File: src/assert_macros.svh
// Assertion macros shared by the RTL
`ifndef ASSERT_MACROS_SVH
`define ASSERT_MACROS_SVH
`ifndef ASSERT_OFF
`define ASSERT_IMPLIES(label, clk, rst_n, ante, cons) \
  label: assert property (@(posedge clk) disable iff (!rst_n) (ante) |-> (cons)) \
    else $error("assertion failed");
`define ASSERT_NEXT(label, clk, rst_n, ante, cons) \
  label: assert property (@(posedge clk) disable iff (!rst_n) (ante) |=> (cons)) \
    else $error("assertion failed");
`else
`define ASSERT_IMPLIES(label, clk, rst_n, ante, cons)
`define ASSERT_NEXT(label, clk, rst_n, ante, cons)
`endif
`endif

File: src/gcd_pkg.sv
// Widths, constants and table functions for the great-circle distance pipeline
`default_nettype none
package gcd_pkg;
  localparam int ANGLE_FRAC_BITS = 20;
  localparam int CORDIC_STEPS_DEF = 24;
  localparam int LAT_W = 28;
  localparam int LON_W = 29;
  localparam int DIST_W = 25;
  localparam int AW = 30;
  localparam int MDW = 27;
  localparam int PW = 54;
  localparam int XW = 34;
  localparam int ZW = 35;
  localparam int MW = 32;
  localparam int PRW = 64;
  localparam int SQW = 61;
  localparam int SQ_STEPS = (SQW + 1) / 2;
  localparam int CAW = 31;
  localparam int ANG_W = 34;
  localparam int ANG_LO_W = 17;
  localparam int KM_W = 29;
  localparam int KPW = ANG_LO_W + KM_W;

  localparam logic signed [AW-1:0] DEG_HALF = AW'(180 << ANGLE_FRAC_BITS);
  localparam logic signed [AW-1:0] DEG_PERIOD = AW'(360 << ANGLE_FRAC_BITS);
  localparam logic [AW-1:0] DEG_QUARTER = AW'(90 << ANGLE_FRAC_BITS);
  localparam logic [MDW-1:0] DEG_TO_RAD = MDW'(74961321);
  localparam logic signed [XW-1:0] GAIN_Q30 = XW'(34'h026DD3B6A);
  localparam logic signed [ZW-1:0] PI_Q32 = ZW'(35'h3243F6A89);
  localparam logic [ZW-1:0] QUARTER_PI_Q32 = ZW'(35'h0C90FDAA2);
  localparam logic signed [MW-1:0] ONE_Q30 = MW'(32'h40000000);
  localparam logic [KM_W-1:0] KM_PER_RAD_Q16 = KM_W'(417509768);

  typedef logic signed [XW-1:0] cxy_t;
  typedef logic signed [ZW-1:0] cz_t;

  // restoring shift-subtract division, elaboration use only
  function automatic logic [63:0] udiv64(input logic [63:0] num, input logic [63:0] den);
    logic [63:0] r;
    logic [63:0] q;
    r = '0;
    q = '0;
    for (int b = 63; b >= 0; b--) begin
      r = {r[62:0], num[b]};
      if (r >= den) begin
        r = r - den;
        q[b] = 1'b1;
      end
    end
    return q;
  endfunction

  // atan(2^-i) in Q32 from the alternating series in Q62
  function automatic logic [ZW-1:0] atan_q32(input int i);
    logic [63:0] acc;
    logic [63:0] term;
    int sh;
    acc = '0;
    if (i == 0) return QUARTER_PI_Q32;
    for (int k = 0; k < 32; k++) begin
      sh = i * (2 * k + 1);
      if (sh <= 62) begin
        term = udiv64((64'd1 << 62) >> sh, 64'(2 * k + 1));
        if (k % 2 == 1) acc = acc - term;
        else acc = acc + term;
      end
    end
    return ZW'((acc + (64'd1 << 29)) >> 30);
  endfunction
endpackage
`default_nettype wire

File: src/gcd_sqrt_cell.sv
// One registered digit of the integer square root
`default_nettype none
module gcd_sqrt_cell import gcd_pkg::*; #(
  parameter int BIT = SQW - 1
) (
  input  wire logic           clk_i,
  input  wire logic           en_i,
  input  wire logic [SQW-1:0] rem_i,
  input  wire logic [SQW-1:0] root_i,
  output logic [SQW-1:0]      rem_o,
  output logic [SQW-1:0]      root_o
);
  localparam logic [SQW-1:0] ONE_BIT = SQW'(1) << BIT;

  logic [SQW-1:0] trial, rem_q, root_q;

  assign trial = root_i + ONE_BIT;

  always_ff @(posedge clk_i) begin
    if (en_i) begin
      if (rem_i >= trial) begin
        rem_q  <= rem_i - trial;
        root_q <= (root_i >> 1) + ONE_BIT;
      end else begin
        rem_q  <= rem_i;
        root_q <= root_i >> 1;
      end
    end
  end

  assign rem_o  = rem_q;
  assign root_o = root_q;
endmodule
`default_nettype wire

File: config.mk
export PLATFORM = sky130hd
export DESIGN_NAME = gcd_sqrt_cell
export DESIGN_NICKNAME = d
export VERILOG_FILES = /design/src/assert_macros.svh /design/src/gcd_pkg.sv /design/src/gcd_sqrt_cell.sv
export SDC_FILE = /design/constraint.sdc
export NUM_CORES = 1
export LEC_CHECK = 0
export BUFFER_PORTS_ARGS = -buffer_cell sky130_fd_sc_hd__clkbuf_2
export CORE_ASPECT_RATIO = 1.1
export CORE_MARGIN = 3
export CORE_UTILIZATION = 40
export CTS_CLUSTER_DIAMETER = 60
export DETAILED_ROUTE_END_ITERATION = 6
export MAX_ROUTING_LAYER = met4
export PLACE_DENSITY = 0.63
export SYNTH_ARGS = -nofsm -noshare
export SYNTH_HDL_FRONTEND = slang
export SYNTH_SLANG_ARGS = --single-unit
File: constraint.sdc
create_clock -name clk_i -period 4.01 [get_ports clk_i]
set_input_delay 0.6015 -clock clk_i [delete_from_list [all_inputs] [get_ports clk_i]]
set_output_delay 0.6015 -clock clk_i [all_outputs]
set_load 0.01 [all_outputs]
==> run_results.csv, run 1 <==
group,metric,value,unit
cts,post_cts_buffers,0,
setup_path,crit_path_start_kind,"input port",
global_route,grt_pass1_vias,7185,
cells_and_area,final_layout_size_suffix_gt1_share,33.8,%
cells_and_area,n_fill_cell,2035,
sta,period_needed,3430,ps
sta,fin_hold_ws,366,ps
setup_path,worstPathCellList,"clkbuf_2 > inv_1 > ha_1 > fa_1 > nor2b_1 > o31a_1 > o31a_1 > o2111ai_2 > a32o_2 > o41ai_2 > a31oi_2 > o31ai_2 > xor2_1 > mux2_2",
sta,slew_violations,0,
cts,clockRootBuffer,"clkbuf_16",
global_route,grt_pass1_wl,37000,microns
yosys,netlist_instances,846,
yosys,synth_edf_count,122,
routing,via_per_inst,5.19,
global_route,grt_use_total,20.2,%
cells_and_area,instances_no_fill,1379,
cells_and_area,post-route-util,50.9,%
place,dp_cells,1344,
setup_path,cp_common_cell,"o31a_1",
routing,drcViolationCount,0,
global_route,gr-total-overflow,0,
cells_and_area,multi_input_area,4320,sq um
setup_path,crit_buf_inv,2,
routing,wl_per_cell,16.6,microns
sta,finalHoldViolations,0,
routing,wirelength,22900,microns
setup_path,cp_top_family,"compound AO/OA/AOI/OAI gates",
power_and_ir_drop,finalPower,4.51,mW
cells_and_area,fin_nets,1264,
floorplanning,num_rows,55,
place,io_buffers,245,
yosys,yosys_warnings,0,
yosys,syn-num-nets,1032,
cts,cts_max_level,4,
yosys,syn_area_per_cell,10.1,sq um
yosys,synth_area_leaders,"edfxtp_1 (43%), ha_1 (8.9%), a21oi_1 (5.1%)",
cts,post_cts_resize_count,0,
setup_path,crit_required,4180,ps
global_route,antenna_found_initial,3,
place,place.gp.congestion,0.910,
status,status,"finished clean",
cts,cts_hold_buf,0,
setup_path,end_kind,"flip-flop",
setup_path,cpPeakStageDelay,420,ps
setup_path,critPathKind,"in2reg",
cells_and_area,seqCellArea,3660,sq um
yosys,synth_top_area_cell,"edfxtp_1",
yosys,yosysMostFrequentCell,"edfxtp_1",
cells_and_area,area_growth,24.0,%
floorplanning,die_h,159,microns
yosys,ys_seq_elements,122,
setup_path,crit_slowest_cell,"fa_1",
routing,via_count,7152,
worst_hold_path,hold_path.class,"in2reg",
cts,clock_path_buffers,2,
sta,worst_slew_pin_slew,619,ps
sta,setup_violations,0,
routing,drt_iter0_markers,513,
yosys,async_flop_share,0,%
place,dp.final_hpwl,17800,microns
yosys,synth_area,8540,sq um
floorplanning,io_pins,246,
sta,period_share,85.6,%
cts,clk_pin_slew_worst_paths,60,ps
floorplanning,start_util,41.1,%
floorplanning,die-area,23100,sq um
cts,cts_inserted_buffers,17,
floorplanning,die_w,145,microns
routing,dr.pass1.iters,5,
routing,antenna_left,0,
cts,cts_tree,"done",
sta,relSlewSlack,58.7,%
setup_path,cp.arrival,3610,ps
yosys,yosysTopAreaCellShare,42.9,%
yosys,seq_area_frac_synth,42.9,%
sta,max_freq,0.291,GHz
cts,clock-sinks,122,
yosys,synth.distinct_cells,67,
floorplanning,coreArea,20800,sq um
power_and_ir_drop,ir_drop,299,uV
yosys,synth_ff_type,"edfxtp_1",
setup_path,cp_max_fo,4,
power_and_ir_drop,leakage,4.75,nW
yosys,ys_top_cells_by_count,"edfxtp_1 (122), a21oi_1 (87), inv_1 (70), nor2_1 (67), ha_1 (61)",
sta,rsz0062_at_grt,"no",
job,drv_cap,0,
power_and_ir_drop,powerDensity,426,nW/um^2
global_route,grt_start_max_net_pins,67,
sta,fin_setup_tns,0,ps
==> layout make-up <==
cell class,count,area share (%)
timing repair buffer,257,12.7
tap,285,3.37
multi-input combinational,610,40.8
clock buffer,18,4.05
antenna,3,0.0709
clock inverter,14,1.91
sequential,122,34.6
inverter,70,2.48
==> logic make-up (layout without fill, tap and decap cells) <==
| family | Yosys count | after routing | share of synthesized area [%] |
|---|---|---|---|
| XOR/XNOR | 57 | 57 | 5.85 |
| flip-flops | 122 | 122 | 42.9 |
| adder cells (fa/ha/maj) | 62 | 62 | 9.17 |
| multiplexers | 19 | 19 | 2.51 |
| buffers and inverters | 114 | 359 | 6.55 |
| other | 0 | 3 | 0 |
| AND/OR/NAND/NOR | 226 | 226 | 13.4 |
| AO/OA/AOI/OAI | 246 | 246 | 19.6 |
==> metrics by stage <==
step,setup WS [ps],instance area [sq um]
6_report,576,10600
5_1_grt,429,10600
4_1_cts,589,10600
3_5_place_dp,173,9950
3_3_place_gp,186,9950
2_1_floorplan,625,8540
==> power by group <==
part,internal [mW],total [mW],switching [mW]
combinational,0.494,1.20,0.708
sequential,1.58,1.62,0.0368
clock,1.09,1.69,0.591
==> flip-flops by register name, summed over array words and instances (netlist names) <==
register and cells:
rem_o 61, root_o 61
==> final timing paths <==
path | cells after the start | from | to | slack [ps]
worst max-delay path | 14 | rem_i[0] | rem_o[58] | 580
worst min-delay path | 1 | root_i[11] | root_o[10] | 370
==> cells in the final DEF (no fill, tap or decap), drive strengths merged, types with 4 or more instances in the layout <==
cell / netlist / layout
clkbuf: 14 / 262
edfxtp: 122 / 122
a21oi: 115 / 115
nor2: 86 / 86
inv: 70 / 70
ha: 61 / 61
nand2: 55 / 55
a21o: 32 / 32
xor2: 30 / 30
o21ai: 30 / 30
nand4: 28 / 28
xnor2: 27 / 27
mux2: 19 / 19
o21bai: 18 / 18
buf: 30 / 13
nor3: 10 / 10
nand3: 9 / 9
o21a: 9 / 9
o211ai: 7 / 7
clkinv: 0 / 7
nor2b: 5 / 5
and3: 5 / 5
nand2b: 5 / 5
bufinv: 0 / 5
or3: 5 / 5
a31oi: 5 / 5
and2: 4 / 4
and4: 4 / 4
a21boi: 4 / 4
a221oi: 4 / 4
==> routing by layer <==
layer,part of all wire [%],routed length [microns],track usage [%],up-vias
met5,0,0,-,-
met1,45,10400,26.0,3339
li1,-,-,-,3550
met4,1.4,320,5.66,0
met3,6.4,1480,5.04,27
met2,47,10700,31.8,236
Note: power is estimated with default switching activity, not from simulation.
==> run 2, diff against run 1 <==
Settings changed: RECOVER_POWER set to 100.
==> run_results.csv, run 2 (synthesis gave the netlist of run 1 again) <==
group,metric,value,unit
routing,via_per_inst,5.18,
power_and_ir_drop,leakage,4.22,nW
place,place.gp.congestion,0.910,
status,violations,"capacitance limit, slew limit",
status,status,"finished with violations",
sta,relSlewSlack,-16.5,%
global_route,gr-total-overflow,0,
global_route,grt_use_total,20.2,%
routing,via_count,7140,
sta,setup_ws,566,ps
power_and_ir_drop,clkPwrFrac,37.8,%
routing,antenna_left,0,
setup_path,cp_max_fo,38,
setup_path,cp.arrival,3610,ps
cts,cts_inserted_buffers,17,
cells_and_area,stdcell_area,10300,sq um
floorplanning,die_h,159,microns
place,dp_cells,1344,
sta,fin_hold_ws,370,ps
power_and_ir_drop,switching_share,29.7,%
cts,clock_path_buffers,2,
worst_hold_path,hold_path.class,"in2reg",
cts,cts_max_level,4,
cells_and_area,area_growth,20.7,%
setup_path,crit_required,4180,ps
cts,clock-sinks,122,
floorplanning,start_util,41.1,%
setup_path,crit_slowest_cell,"ha_1",
cells_and_area,multi_input_area,4250,sq um
global_route,grt_pass1_wl,37000,microns
sta,period_needed,3440,ps
setup_path,end_kind,"flip-flop",
job,drv_cap,1,
power_and_ir_drop,share_comb_of_total_power,25.7,%
routing,wirelength,23000,microns
sta,rsz0062_at_grt,"no",
routing,wl_per_cell,16.7,microns
power_and_ir_drop,finalPower,4.45,mW
cells_and_area,n_fill_cell,2087,
cells_and_area,final_common_cell,"clkbuf_1",
floorplanning,coreArea,20800,sq um
sta,finalHoldViolations,0,
power_and_ir_drop,power.internal,3.13,mW
routing,dr.pass1.iters,5,
place,place_worst_setup_slack,173,ps
cells_and_area,final_layout_size_suffix_gt1_share,16.1,%
power_and_ir_drop,ir_drop,296,uV
routing,drcViolationCount,0,
place,io_buffers,245,
cts,clk_pin_slew_worst_paths,60,ps
sta,setup_violations,0,
cts,post_cts_buffers,0,
setup_path,critPathKind,"in2reg",
power_and_ir_drop,seq_power_share,36.5,%
setup_path,worstPathCellList,"clkbuf_1 > inv_1 > ha_1 > nand4_2 > or3_1 > or3_1 > nor3_1 > and4b_1 > nor3_1 > or2_4 > buf_12 > mux2_2",
power_and_ir_drop,powerDensity,432,nW/um^2
place,placed_cell_area,9950,sq um
routing,drt_iter0_markers,521,
cells_and_area,instances_no_fill,1379,
global_route,grt_pass1_vias,7185,
floorplanning,num_rows,55,
floorplanning,die_w,145,microns
setup_path,cpPeakStageDelay,430,ps
sta,period_share,85.9,%
global_route,antenna_found_initial,3,
global_route,grt_start_max_net_pins,67,
cells_and_area,post-route-util,49.6,%
sta,worst_slew_pin_slew,1750,ps
setup_path,crit_path_start_kind,"input port",
cts,post_cts_resize_count,0,
cts,clockRootBuffer,"clkbuf_16",
cells_and_area,fin_nets,1264,
cells_and_area,final_cell_mix,"clkbuf_1 (176), edfxtp_1 (122), a21oi_1 (97), nor2_1 (72), clkbuf_2 (71)",
power_and_ir_drop,switching_power,1.32,mW
cells_and_area,seqCellArea,3660,sq um
floorplanning,die-area,23100,sq um
sta,max_freq,0.290,GHz
floorplanning,io_pins,246,
place,dp.final_hpwl,17800,microns
sta,slew_violations,32,
sta,fin_setup_tns,0,ps
cts,cts_hold_buf,0,
cts,cts_tree,"done",
[run 2: power by group through the flow]
stage | clock, mW | sequential (mW) | combinational, mW
floorplan | 0 | 1.73 | 0.724
global placement | 0 | 1.65 | 1.19
detailed placement | 0 | 1.65 | 1.20
CTS | 1.71 | 1.62 | 1.21
global route | 1.77 | 1.64 | 1.26
finish | 1.68 | 1.62 | 1.14
[run 2: worst max-delay path, delay by kind of cell]
kind                     cells  cell delay, ps
AND/OR/NAND/NOR              7            1820
adder cells (fa/ha/maj)      1             430
buffers and inverters        3             390
multiplexers                 1             360
[run 2: final timing paths]
check | startpoint | endpoint | slack (ps) | depth (start not counted)
hold / removal | root_i[11] | root_o[10] | 370 | 1
setup / recovery | root_i[46] | rem_o[41] | 570 | 12
[run 2: layer usage]
| layer | GRT usage [%] | share of wire, % |
|---|---|---|
| met1 | 26.0 | 46 |
| met2 | 31.8 | 47 |
| met3 | 5.04 | 6.2 |
| met4 | 5.66 | 1.7 |
| met5 | - | 0 |
[run 2: layout make-up]
type                            count  area share (%)
Inverter                           70            2.55
Sequential cell                   122            35.6
Multi-Input combinational cell    610            41.3
Tap cell                          285            3.46
Clock inverter                     14            1.97
Clock buffer                       18            4.17
Antenna cell                        3          0.0729
Timing Repair Buffer              257            10.9
==> run 3, diff against run 2 <==
Settings changed: PLACE_DENSITY 0.63 to 0.73.
==> run_results.csv, run 3 (synthesis gave the netlist of run 1 again) <==
group,metric,value,unit
sta,finalHoldViolations,0,
cts,cts_tree,"done",
setup_path,cp.arrival,3770,ps
floorplanning,io_pins,246,
cts,clk_pin_slew_worst_paths,60,ps
power_and_ir_drop,finalPower,4.18,mW
sta,max_freq,0.277,GHz
global_route,grt_pass1_vias,7204,
status,status,"finished with violations",
routing,via_count,7232,
floorplanning,die_w,145,microns
power_and_ir_drop,powerDensity,409,nW/um^2
cts,clock-sinks,122,
setup_path,cp_max_fo,20,
place,dp.final_hpwl,18000,microns
cells_and_area,fin_nets,1272,
sta,fin_setup_tns,0,ps
routing,wl_met1,10100,microns
cts,cts_max_level,4,
routing,wl_per_cell,16.6,microns
place,io_buffers,245,
floorplanning,die_h,159,microns
sta,period_needed,3610,ps
sta,slew_violations,92,
cts,clock_path_buffers,2,
sta,worst_slew_pin_slew,2300,ps
power_and_ir_drop,ir_drop,319,uV
status,violations,"capacitance limit, slew limit",
place,place_worst_setup_slack,161,ps
sta,period_share,90.1,%
routing,wl_met3,1520,microns
cells_and_area,final_cell_mix,"clkbuf_1 (181), edfxtp_1 (122), a21oi_1 (91), nor2_1 (75), clkbuf_2 (74)",
floorplanning,coreArea,20800,sq um
global_route,gr-total-overflow,0,
sta,setup_ws,399,ps
setup_path,crit_path_start_kind,"input port",
global_route,grt_start_max_net_pins,92,
routing,dr.pass1.iters,5,
routing,dr_wl_met2,10900,microns
power_and_ir_drop,leakage,4.18,nW
cts,post_cts_resize_count,0,
place,dp_cells,1352,
cells_and_area,n_fill_cell,2050,
cells_and_area,instances_no_fill,1386,
cts,clockRootBuffer,"clkbuf_16",
worst_hold_path,hold_path.class,"in2reg",
global_route,grt_use_total,20.3,%
floorplanning,die-area,23100,sq um
global_route,grt_pass1_wl,36900,microns
setup_path,end_kind,"flip-flop",
setup_path,critPathKind,"in2reg",
job,drv_cap,1,
sta,setup_violations,0,
routing,highest_layer,"met4",
sta,rsz0062_at_grt,"no",
sta,fin_hold_ws,364,ps
routing,wirelength,23000,microns
setup_path,crit_required,4160,ps
cts,cts_inserted_buffers,17,
floorplanning,num_rows,55,
routing,antenna_left,0,
global_route,antenna_found_initial,3,
cells_and_area,final_layout_size_suffix_gt1_share,16.2,%
cells_and_area,final_common_cell,"clkbuf_1",
routing,via_per_inst,5.22,
routing,drt_iter0_markers,491,
place,place.gp.congestion,0.859,
routing,drcViolationCount,0,
floorplanning,start_util,41.1,%
cts,cts_hold_buf,0,
cells_and_area,area_growth,19.8,%
cts,post_cts_buffers,0,
sta,relSlewSlack,-53.7,%
[run 3: final timing paths]
| check | to | slack (ps) | cells after the start | from |
|---|---|---|---|---|
| min | root_o[3] | 360 | 1 | root_i[4] |
| max | rem_o[14] | 400 | 13 | root_i[25] |
[run 3: per-stage QoR]
step | utilization [%] | area (sq um)
after global routing | 49.2 | 10200
after floorplan | - | 8540
after global placement | 48.2 | 10000
after detailed placement | 48.2 | 10000
after CTS | 50.6 | 10500
final | 49.2 | 10200
[run 3: final cells by class]
cell class / count / area (sq um) / share of cell area, %
antenna: 3 / 7.51 / 0.0734
clock buffer: 20 / 437 / 4.27
clock inverter: 11 / 81.3 / 0.795
inverter: 70 / 263 / 2.57
multi-input combinational: 610 / 4260 / 41.6
sequential: 122 / 3660 / 35.8
tap: 285 / 357 / 3.49
timing repair buffer: 265 / 1160 / 11.4
[run 3: per-layer routing]
metal	vias up	track usage (%)
met5	-	-
met2	281	32.2
li1	3564	-
met4	0	6.48
met3	30	4.78
met1	3357	25.7
[run 3: worst max-delay path: stages]
cell	delay, ps
clkbuf_1	160
inv_1	60
ha_1	390
nand4_1	270
or3_1	380
or3_1	330
nor3_2	120
and4b_1	220
nor3_1	240
or2_4	290
buf_12	200
clkbuf_1	360
a21oi_1	130
[run 3: power breakdown]
| group | switching, mW | internal, mW | leakage (nW) |
|---|---|---|---|
| logic | 0.705 | 0.452 | 2.74 |
| clock network | 0.563 | 0.833 | 0.252 |
| registers | 0.0367 | 1.59 | 1.20 |
