==> config.mk <==
export PLATFORM = sky130hd
export DESIGN_NAME = gcd_cordic_cell
export DESIGN_NICKNAME = d
export VERILOG_FILES = /design/src/assert_macros.svh /design/src/gcd_pkg.sv /design/src/gcd_cordic_cell.sv
export SDC_FILE = /design/constraint.sdc
export NUM_CORES = 1
export LEC_CHECK = 0
export BUFFER_PORTS_ARGS = -buffer_cell sky130_fd_sc_hd__buf_2
export CAP_MARGIN = 40
export CORE_MARGIN = 10
export CORE_UTILIZATION = 53
export CTS_CLUSTER_SIZE = 16
export DETAILED_ROUTE_END_ITERATION = 12
export PLACE_DENSITY = 0.77
export SYNTH_ARGS = -nofsm -noshare
export SYNTH_HDL_FRONTEND = slang
export SYNTH_SLANG_ARGS = --single-unit
==> constraint.sdc <==
create_clock -name clk_i -period 5.41 [get_ports clk_i]
set_clock_uncertainty 0.2 [all_clocks]
set_input_delay 1.082 -clock clk_i [delete_from_list [all_inputs] [get_ports clk_i]]
set_output_delay 1.082 -clock clk_i [all_outputs]
set_load 0.03 [all_outputs]
==> src/assert_macros.svh <==
// Assertion macros shared by the RTL
`ifndef ASSERT_MACROS_SVH
`define ASSERT_MACROS_SVH
`ifndef ASSERT_OFF
`define ASSERT_IMPLIES(label, clk, rst_n, ante, cons) \
  label: assert property (@(posedge clk) disable iff (!rst_n) (ante) |-> (cons)) \
    else $error("assertion failed");
`define ASSERT_NEXT(label, clk, rst_n, ante, cons) \
  label: assert property (@(posedge clk) disable iff (!rst_n) (ante) |=> (cons)) \
    else $error("assertion failed");
`else
`define ASSERT_IMPLIES(label, clk, rst_n, ante, cons)
`define ASSERT_NEXT(label, clk, rst_n, ante, cons)
`endif
`endif

==> src/gcd_pkg.sv <==
// Widths, constants and table functions for the great-circle distance pipeline
`default_nettype none
package gcd_pkg;
  localparam int ANGLE_FRAC_BITS = 20;
  localparam int CORDIC_STEPS_DEF = 24;
  localparam int LAT_W = 28;
  localparam int LON_W = 29;
  localparam int DIST_W = 25;
  localparam int AW = 30;
  localparam int MDW = 27;
  localparam int PW = 54;
  localparam int XW = 34;
  localparam int ZW = 35;
  localparam int MW = 32;
  localparam int PRW = 64;
  localparam int SQW = 61;
  localparam int SQ_STEPS = (SQW + 1) / 2;
  localparam int CAW = 31;
  localparam int ANG_W = 34;
  localparam int ANG_LO_W = 17;
  localparam int KM_W = 29;
  localparam int KPW = ANG_LO_W + KM_W;

  localparam logic signed [AW-1:0] DEG_HALF = AW'(180 << ANGLE_FRAC_BITS);
  localparam logic signed [AW-1:0] DEG_PERIOD = AW'(360 << ANGLE_FRAC_BITS);
  localparam logic [AW-1:0] DEG_QUARTER = AW'(90 << ANGLE_FRAC_BITS);
  localparam logic [MDW-1:0] DEG_TO_RAD = MDW'(74961321);
  localparam logic signed [XW-1:0] GAIN_Q30 = XW'(34'h026DD3B6A);
  localparam logic signed [ZW-1:0] PI_Q32 = ZW'(35'h3243F6A89);
  localparam logic [ZW-1:0] QUARTER_PI_Q32 = ZW'(35'h0C90FDAA2);
  localparam logic signed [MW-1:0] ONE_Q30 = MW'(32'h40000000);
  localparam logic [KM_W-1:0] KM_PER_RAD_Q16 = KM_W'(417509768);

  typedef logic signed [XW-1:0] cxy_t;
  typedef logic signed [ZW-1:0] cz_t;

  // restoring shift-subtract division, elaboration use only
  function automatic logic [63:0] udiv64(input logic [63:0] num, input logic [63:0] den);
    logic [63:0] r;
    logic [63:0] q;
    r = '0;
    q = '0;
    for (int b = 63; b >= 0; b--) begin
      r = {r[62:0], num[b]};
      if (r >= den) begin
        r = r - den;
        q[b] = 1'b1;
      end
    end
    return q;
  endfunction

  // atan(2^-i) in Q32 from the alternating series in Q62
  function automatic logic [ZW-1:0] atan_q32(input int i);
    logic [63:0] acc;
    logic [63:0] term;
    int sh;
    acc = '0;
    if (i == 0) return QUARTER_PI_Q32;
    for (int k = 0; k < 32; k++) begin
      sh = i * (2 * k + 1);
      if (sh <= 62) begin
        term = udiv64((64'd1 << 62) >> sh, 64'(2 * k + 1));
        if (k % 2 == 1) acc = acc - term;
        else acc = acc + term;
      end
    end
    return ZW'((acc + (64'd1 << 29)) >> 30);
  endfunction
endpackage
`default_nettype wire

==> src/gcd_cordic_cell.sv <==
// One registered CORDIC micro-rotation, rotation or vectoring mode
`default_nettype none
module gcd_cordic_cell import gcd_pkg::*; #(
  parameter int STEP = 0,
  parameter bit VECTORING = 1'b0
) (
  input  wire logic clk_i,
  input  wire logic en_i,
  input  wire cxy_t x_i,
  input  wire cxy_t y_i,
  input  wire cz_t  z_i,
  output cxy_t      x_o,
  output cxy_t      y_o,
  output cz_t       z_o
);
  localparam cz_t ATAN = cz_t'(atan_q32(STEP));

  cxy_t x_q, y_q, dx, dy;
  cz_t  z_q;
  logic up;

  assign dx = y_i >>> STEP;
  assign dy = x_i >>> STEP;
  assign up = VECTORING ? y_i[XW-1] : !z_i[ZW-1];

  always_ff @(posedge clk_i) begin
    if (en_i) begin
      if (up) begin
        x_q <= x_i - dx;
        y_q <= y_i + dy;
        z_q <= z_i - ATAN;
      end else begin
        x_q <= x_i + dx;
        y_q <= y_i - dy;
        z_q <= z_i + ATAN;
      end
    end
  end

  assign x_o = x_q;
  assign y_o = y_q;
  assign z_o = z_q;
endmodule
`default_nettype wire

==> out/results.tsv, run 1 <==
metric	value	unit
status	completed	
die height	160.5	um
Syn Nets	1455	
Root Buffer	clkbuf_16	
max-slew violation count	0	
Finished Core Util	61.45	%
Post CTS Setup Buffer Count	0	
WL/cell	18.90	um
Most used DFF post-synth	edfxtp_1	
setup TNS	0	ns
hold buffers post-CTS	0	
CTS tree	built	
sequential power share	34.3	%
pwr/cell area	264.4	nW/um2
via count	9892	
CP arrival	4.30	ns
count leader, synth	a21oi_1	
Peak Freq	227.0	MHz
# resized after CTS	0	
clock buffer count from CTS	9	
starting density of the core	53.74	%
Core Box Area	19460	um2
Synth area leaders	edfxtp_1 29%, ha_1 16%, a21oi_1 6.9%	
ANT nets after route	0	
Yosys top cell area share	29.28	%
# setup viols final	0	
clock network power share	21.6	%
post-synthesis sequential area ratio	29.28	%
drt via density	5.955	
Gate Count Post-Synth	1215	
DRC	0	
htree depth	3	
deepest clock path buffer count	2	
relative slew slack	37.46	%
Pwr Total	3.162	mW
Peak supply drop	173.9	uV
crit path kind	input port to flip-flop	
crit-path max FO	10	
DRT Wirelength	31400	um
cell accounting for the most synthesized area	edfxtp_1	
Worst Path Required	5.30	ns
HP Class	input port to flip-flop	
area of the mapped netlist	10460	um2
count of cell types in the netlist	85	
layout cells sized above 1	17.98	%
Setup crit end kind	flip-flop	
switching power	1.286	mW
RSZ-0062 raised after global routing	no	
RePlAce Congestion	0.9901	
Synth async-reset ratio	0	%
# diodes	0	
drt first pass iters	6	
# IOs	208	
die boundary width	160.5	um
area grow syn2layout	14.33	%
vias in the first global route	9457	
final net count	1631	
fin crit share	81.44	%
Mean Syn Cell Area	8.609	um2
worst slew pin tran	0.9381	ns
std cell rows	51	
DR iter-0 viols	868	
port bufs	207	
fill count	1771	
internal power	1.876	mW
min Tclk post-route	4.406	ns
Sink Count	102	
grt total ovfl	0	
max_cap viols	0	
Synth warnings	0	
GRT Util Overall	23.32	%
Logic pwr share	44.2	%
startpoint class of the critical path	input port	
post-detail-place hpwl	24910	um
synth cell count leaders	145 x a21oi_1, 131 x ha_1, 116 x inv_1	
P_leak	5.341	nW
first-pass GRT wire length	49690	um
total die area	25760	um2
Clock Pin Slew Worst Setup and Hold Paths	0.07	ns
largest net degree at the start of global routing	86	
hold_ws	0.6972	ns
number of synthesized flops with an enable pin	102	
Sw Share	40.67	%
Seq cells post-synth	102	
Hold Vio Cnt, Final	0	
initial antenna violation count	0	
## worst max-delay path: stages
cell and delay, ns:
buf_2 0.11, inv_1 0.05, ha_1 0.49, inv_1 0.12, a221oi_2 0.29, o31ai_1 0.09, a31oi_1 0.46, a31oi_1 0.32
a21oi_2 0.58, o221ai_2 0.23, a311o_1 0.33, xor2_1 0.14
## stage by stage
| stage | area (um2) | instances | setup slack [ns] |
|---|---|---|---|
| after global routing | 11960 | 1661 | 0.7986 |
| after detailed placement | 11670 | 1645 | 0.7426 |
| final | 11960 | 1661 | 1.004 |
| after CTS | 11960 | 1661 | 1.104 |
| after global placement | 11650 | 1644 | 0.7797 |
| after floorplan | 10460 | 1215 | 0.5645 |
## metal layers
| layer | track usage, % | up-vias | part of all wire [%] |
|---|---|---|---|
| met4 | 5.927 | 0 | 2.0 |
| met1 | 30.98 | 4639 | 43 |
| met2 | 38.32 | 461 | 47 |
| met5 | 0 | - | 0 |
| li1 | - | 4744 | - |
| met3 | 4.167 | 48 | 8.1 |
## path summary, 6_finish.rpt
path / startpoint / to / slack [ns] / cells past startpoint
max: x_i[6] / y_o[33] / 1.00 / 12
min: z_i[0] / z_o[0] / 0.70 / 1
## logic make-up after synthesis
group	share of synthesized area, %
compound gates	25.95
simple gates	13.36
buf+inv	6.328
fa+ha+maj	16.44
flops	29.28
xor+xnor	7.787
mux	0.8613
## placed cells by master, fill, tap and decap left out, types with 20 or more instances in the layout
cell	n
a21o_1	32
a21oi_1	145
buf_2	205
edfxtp_1	102
ha_1	131
inv_1	115
nand2_1	59
nor2_1	111
nor3_1	22
o21ai_0	79
xnor2_1	73
xor2_1	20
## power by group through the flow
stage | clock, mW | sequential [mW] | combinational [mW]
after global routing | 0.714 | 1.10 | 1.51
after CTS | 0.690 | 1.09 | 1.39
after detailed placement | 0 | 1.10 | 1.38
after floorplan | 0 | 1.37 | 0.711
final | 0.682 | 1.08 | 1.40
after global placement | 0 | 1.10 | 1.37
## registers in the layout, indices dropped and copies added, names as in the netlist
| signal | count |
|---|---|
| x_o | 34 |
| z_o | 35 |
| y_o | 33 |
## area by class of cell
class,count,area [um2],share of cell area (%)
clock buffers,10,229.0,1.915
multi-input cells,946,6735,56.32
well taps,265,331.6,2.773
clock inverters,6,62.56,0.5231
inverters,121,454.2,3.798
repair buffers,211,1084,9.060
flip-flops and latches,102,3063,25.61
(Power assumes the default switching activity.)
==> run 2, diff against run 1 <==
==> constraint.sdc (replaced) <==
create_clock -name clk_i -period 4.5 [get_ports clk_i]
set_clock_uncertainty 0.2 [all_clocks]
set_input_delay 0.9 -clock clk_i [delete_from_list [all_inputs] [get_ports clk_i]]
set_output_delay 0.9 -clock clk_i [all_outputs]
set_load 0.03 [all_outputs]
==> out/results.tsv, run 2 (synthesis results as in run 1) <==
metric	value	unit	change
status	completed		
Clock Pin Slew Worst Setup and Hold Paths	0.07	ns	about the same
Setup crit end kind	flip-flop		
Root Buffer	clkbuf_16		
max FFs per register	35		unchanged
Pwr Total	3.791	mW	+20%
DRT Wirelength	32440	um	+3.3%
drt first pass iters	5		-1
HP Class	input port to flip-flop		
clock buffer count from CTS	9		unchanged
drt via density	5.990		+0.58%
fill count	1737		-1.9%
Register Area	3063	um2	unchanged
first-pass GRT wire length	51110	um	+2.9%
starting density of the core	53.74	%	unchanged
via count	10057		+1.7%
initial antenna violation count	0		unchanged
die height	160.5	um	unchanged
RSZ-0062 raised after global routing	no		
relative slew slack	53.08	%	+16 points
RePlAce Congestion	0.9467		-4.4%
crit path kind	input port to flip-flop		
vias in the first global route	9788		+3.5%
area occupied by multi-input gates	6735	um2	unchanged
fin crit share	89.65	%	
Worst Path Required	4.40	ns	-0.90 ns
most frequent cells in the layout	205 x buf_2, 145 x a21oi_1, 131 x ha_1, 115 x inv_1, 111 x nor2_1		
worst slew pin tran	0.7038	ns	-0.2343 ns
startpoint class of the critical path	input port		
Peak Freq	247.9	MHz	
GRT Util Overall	24.10	%	+0.78 points
layout cells sized above 1	19.04	%	+1.1 points
deepest clock path buffer count	2		unchanged
port bufs	207		unchanged
final net count	1648		+1.0%
placed inst area	11800	um2	+1.1%
grt total ovfl	0		unchanged
final instance area	12070	um2	+0.95%
Core Box Area	19460	um2	unchanged
Post CTS Setup Buffer Count	0		unchanged
area grow syn2layout	15.42	%	
# setup viols final	0		unchanged
htree depth	3		unchanged
commonest non-fill, non-tap cell in the layout	buf_2		
Hold Vio Cnt, Final	0		unchanged
WL/cell	19.32	um	+2.2%
P_leak	5.410	nW	+1.3%
CTS tree	built		
CP arrival	3.93	ns	-0.37 ns
# resized after CTS	0		unchanged
setup TNS	0	ns	unchanged
total die area	25760	um2	unchanged
min Tclk post-route	4.034	ns	
DRC	0		unchanged
crit-path max FO	3		-7
Sink Count	102		unchanged
post-detail-place hpwl	25940	um	+4.1%
Peak supply drop	163.2	uV	-6.2%
max-slew violation count	0		unchanged
hold buffers post-CTS	0		unchanged
std cell rows	51		unchanged
ANT nets after route	0		unchanged
die boundary width	160.5	um	unchanged
DR iter-0 viols	889		+2.4%
largest net degree at the start of global routing	62		-28%
pwr/cell area	314.0	nW/um2	+19%
max_cap viols	0		unchanged
# IOs	208		unchanged
==> run 2: final timing paths <==
path | to | depth (start not counted) | from
min | z_o[0] | 1 | z_i[0]
max | y_o[30] | 13 | y_i[0]
==> run 2: layout make-up <==
class,instances,area share (%)
multi-input cells,946,55.79
flip-flops and latches,102,25.37
repair buffers,228,10.03
inverters,121,3.762
well taps,265,2.746
clock buffers,9,1.865
clock inverters,7,0.4146
diodes,1,0.02073
==> run 2: critical path, cell delays in order <==
cell and delay [ns]:
buf_2 0.11, inv_1 0.04, ha_1 0.21, fa_1 0.39
and2b_1 0.23, o31a_1 0.14, o41a_2 0.18, a211oi_2 0.12
o41a_4 0.39, a211oi_1 0.46, nor4b_1 0.45, o22ai_1 0.18
xnor2_1 0.15
==> run 2: per-layer routing <==
| layer | track usage (%) | up-vias | part of all wire, % |
|---|---|---|---|
| li1 | - | 4765 | - |
| met1 | 30.46 | 4690 | 42 |
| met2 | 40.37 | 522 | 47 |
| met3 | 3.962 | 80 | 7.6 |
| met4 | 9.140 | 0 | 3.2 |
| met5 | 0 | - | 0 |
==> run 2: power breakdown <==
group | leakage, nW | switching, mW | internal (mW) | total [mW]
sequential | 0.998 | 0.0449 | 1.26 | 1.31
combinational | 4.29 | 1.13 | 0.582 | 1.71
clock | 0.125 | 0.393 | 0.378 | 0.770
total | 5.41 | 1.57 | 2.22 | 3.79
==> run 2: metrics by stage <==
stage	setup WS, ns	cells	util [%]	hold WS (ns)
after CTS	0.5245	1678	62.02	0.5043
after global placement	0.1908	1662	60.60	0.8790
final	0.4657	1679	62.03	0.5167
after detailed placement	0.1502	1662	60.60	0.8807
after global routing	0.3307	1678	62.02	0.5116
after floorplan	0.1740	1215	-	0.7989
==> run 3, diff against run 2 <==
--- a/config.mk
+++ b/config.mk
@@ -7,11 +7,13 @@
 export LEC_CHECK = 0
 export BUFFER_PORTS_ARGS = -buffer_cell sky130_fd_sc_hd__buf_2
 export CAP_MARGIN = 40
+export CELL_PAD_IN_SITES_DETAIL_PLACEMENT = 2
+export CELL_PAD_IN_SITES_GLOBAL_PLACEMENT = 2
 export CORE_MARGIN = 10
-export CORE_UTILIZATION = 53
+export CORE_UTILIZATION = 34
 export CTS_CLUSTER_SIZE = 16
 export DETAILED_ROUTE_END_ITERATION = 12
-export PLACE_DENSITY = 0.77
+export PLACE_DENSITY = 0.82
 export SYNTH_ARGS = -nofsm -noshare
 export SYNTH_HDL_FRONTEND = slang
 export SYNTH_SLANG_ARGS = --single-unit
==> out/results.tsv, run 3 (synthesis results as in run 1) <==
metric	value	unit	change
HP Class	input port to flip-flop		
Crit. Startpoint	z_i[34]		
layout cells sized above 1	20.13	%	+1.1 points
max_cap viols	0		unchanged
Place WS	0.1269	ns	-0.02326 ns
port bufs	207		unchanged
via count	10348		+2.9%
Post CTS Setup Buffer Count	0		unchanged
fin cells	1828		+8.9%
# resized after CTS	0		unchanged
Core Box Area	30510	um2	+57%
Root Buffer	clkbuf_16		
Peak Freq	246.6	MHz	-0.50%
worst slew pin tran	0.8900	ns	+0.1862 ns
max incr delay on CP	0.46	ns	about the same
drt first pass iters	5		unchanged
area grow syn2layout	18.58	%	
pwr/cell area	326.9	nW/um2	+4.1%
relative slew slack	40.67	%	-12 points
first-pass GRT wire length	66830	um	+31%
Sink Count	102		unchanged
critical path's slowest cell	a211oi_1		
status	completed		
htree depth	3		unchanged
fill count	3523		+100%
placed inst area	12080	um2	+2.4%
Pwr Total	4.055	mW	+7.0%
Setup crit end kind	flip-flop		
CTS tree	built		
grt total ovfl	0		unchanged
min Tclk post-route	4.055	ns	+0.02027 ns
final instance area	12400	um2	+2.7%
crit-path cells	buf_4, inv_2, ha_1, a21o_1, a21oi_1, a21o_1, a21boi_0, a221o_1, a211oi_1, nor3_1, a2111oi_0, a21oi_1		
setup TNS	0	ns	unchanged
die height	195.4	um	+22%
fin crit share	90.10	%	+0.45 points
Register Area	3063	um2	unchanged
final net count	1666		+1.1%
commonest non-fill, non-tap cell in the layout	buf_2		
DRC	0		unchanged
area occupied by multi-input gates	6735	um2	unchanged
worst setup margin	0.4455	ns	-0.02027 ns
DRT Wirelength	42770	um	+32%
RSZ-0062 raised after global routing	no		
total die area	38180	um2	+48%
largest net degree at the start of global routing	65		+4.8%
drt via density	5.661		-5.5%
vias in the first global route	11410		+17%
max-slew violation count	0		unchanged
Worst Path Required	4.41	ns	about the same
DR iter-0 viols	610		-31%
initial antenna violation count	0		unchanged
RePlAce Congestion	0.9085		-4.0%
placed insts	1811		+9.0%
# setup viols final	0		unchanged
die boundary width	195.4	um	+22%
# IOs	208		unchanged
startpoint class of the critical path	input port		
deepest clock path buffer count	2		unchanged
ANT nets after route	0		unchanged
Critical Path Sink	z_o[32]		
GRT Util Overall	21.74	%	-2.4 points
starting density of the core	34.28	%	-19 points
most frequent cells in the layout	205 x buf_2, 145 x a21oi_1, 131 x ha_1, 115 x inv_1, 111 x nor2_1		
post-detail-place hpwl	34950	um	+35%
clock buffer count from CTS	9		unchanged
CP arrival	3.97	ns	+0.04 ns
Clock Pin Slew Worst Setup and Hold Paths	0.08	ns	about the same
crit path kind	input port to flip-flop		
P_leak	5.521	nW	+2.1%
crit-path max FO	19		+16
hold buffers post-CTS	0		unchanged
std cell rows	64		+25%
WL/cell	23.40	um	+21%
max FFs per register	35		unchanged
Peak supply drop	180.1	uV	+10%
Hold Vio Cnt, Final	0		unchanged
run 3: cell count changes in the layout (fill, tap and decap cells not counted):
cell,before,now
inv_8,1,0
clkinv_2,0,1
inv_6,0,2
clkinv_1,5,4
clkinvlp_4,3,1
buf_4,22,41
clkinv_4,1,0
bufinv_16,0,2
buf_12,1,0
run 3: cell type report:
cell class | instances | share of cell area (%)
clock buffer | 9 | 1.816
clock inverter | 7 | 0.7566
timing repair buffer | 246 | 10.75
sequential | 102 | 24.69
tap | 396 | 3.995
multi-input combinational | 946 | 54.30
inverter | 121 | 3.662
antenna | 1 | 0.02018
run 3: per-layer routing:
| metal | GRT usage [%] | share of wire, % |
|---|---|---|
| met2 | 38.15 | 50 |
| met4 | 6.731 | 2.3 |
| met3 | 3.203 | 4.5 |
| met5 | 0 | 0 |
| met1 | 26.71 | 43 |
run 3: where the power goes:
group | leakage, nW | total [mW] | internal [mW] | switching (mW)
sequential | 0.998 | 1.32 | 1.26 | 0.0558
combinational | 4.37 | 1.83 | 0.605 | 1.22
clock | 0.154 | 0.909 | 0.490 | 0.419
run 3: critical path: cells and delay by family:
family | cells | cell delay [ns]
AOI/OAI and AO/OA | 8 | 2.04
adders and majority gates | 1 | 0.39
buffers and inverters | 2 | 0.46
and+or+nand+nor | 1 | 0.15
run 3: how the worst min path moves through the flow:
stage	from	end	slack, ns	cells after the start
2_1_floorplan	z_i[0]	z_o[0]	0.80	0
3_3_place_gp	z_i[0]	z_o[0]	0.88	1
3_5_place_dp	z_i[0]	z_o[0]	0.88	1
4_1_cts	z_i[0]	z_o[0]	0.49	1
5_1_grt	z_i[0]	z_o[0]	0.49	1
6_report	z_i[0]	z_o[0]	0.50	1
run 3: stage by stage:
stage                     hold WS, ns  utilization (%)
after CTS                      0.4855            40.65
after global placement         0.8806            39.60
after global routing           0.4900            40.65
after floorplan                0.7989                -
final                          0.5024            40.65
after detailed placement       0.8789            39.60
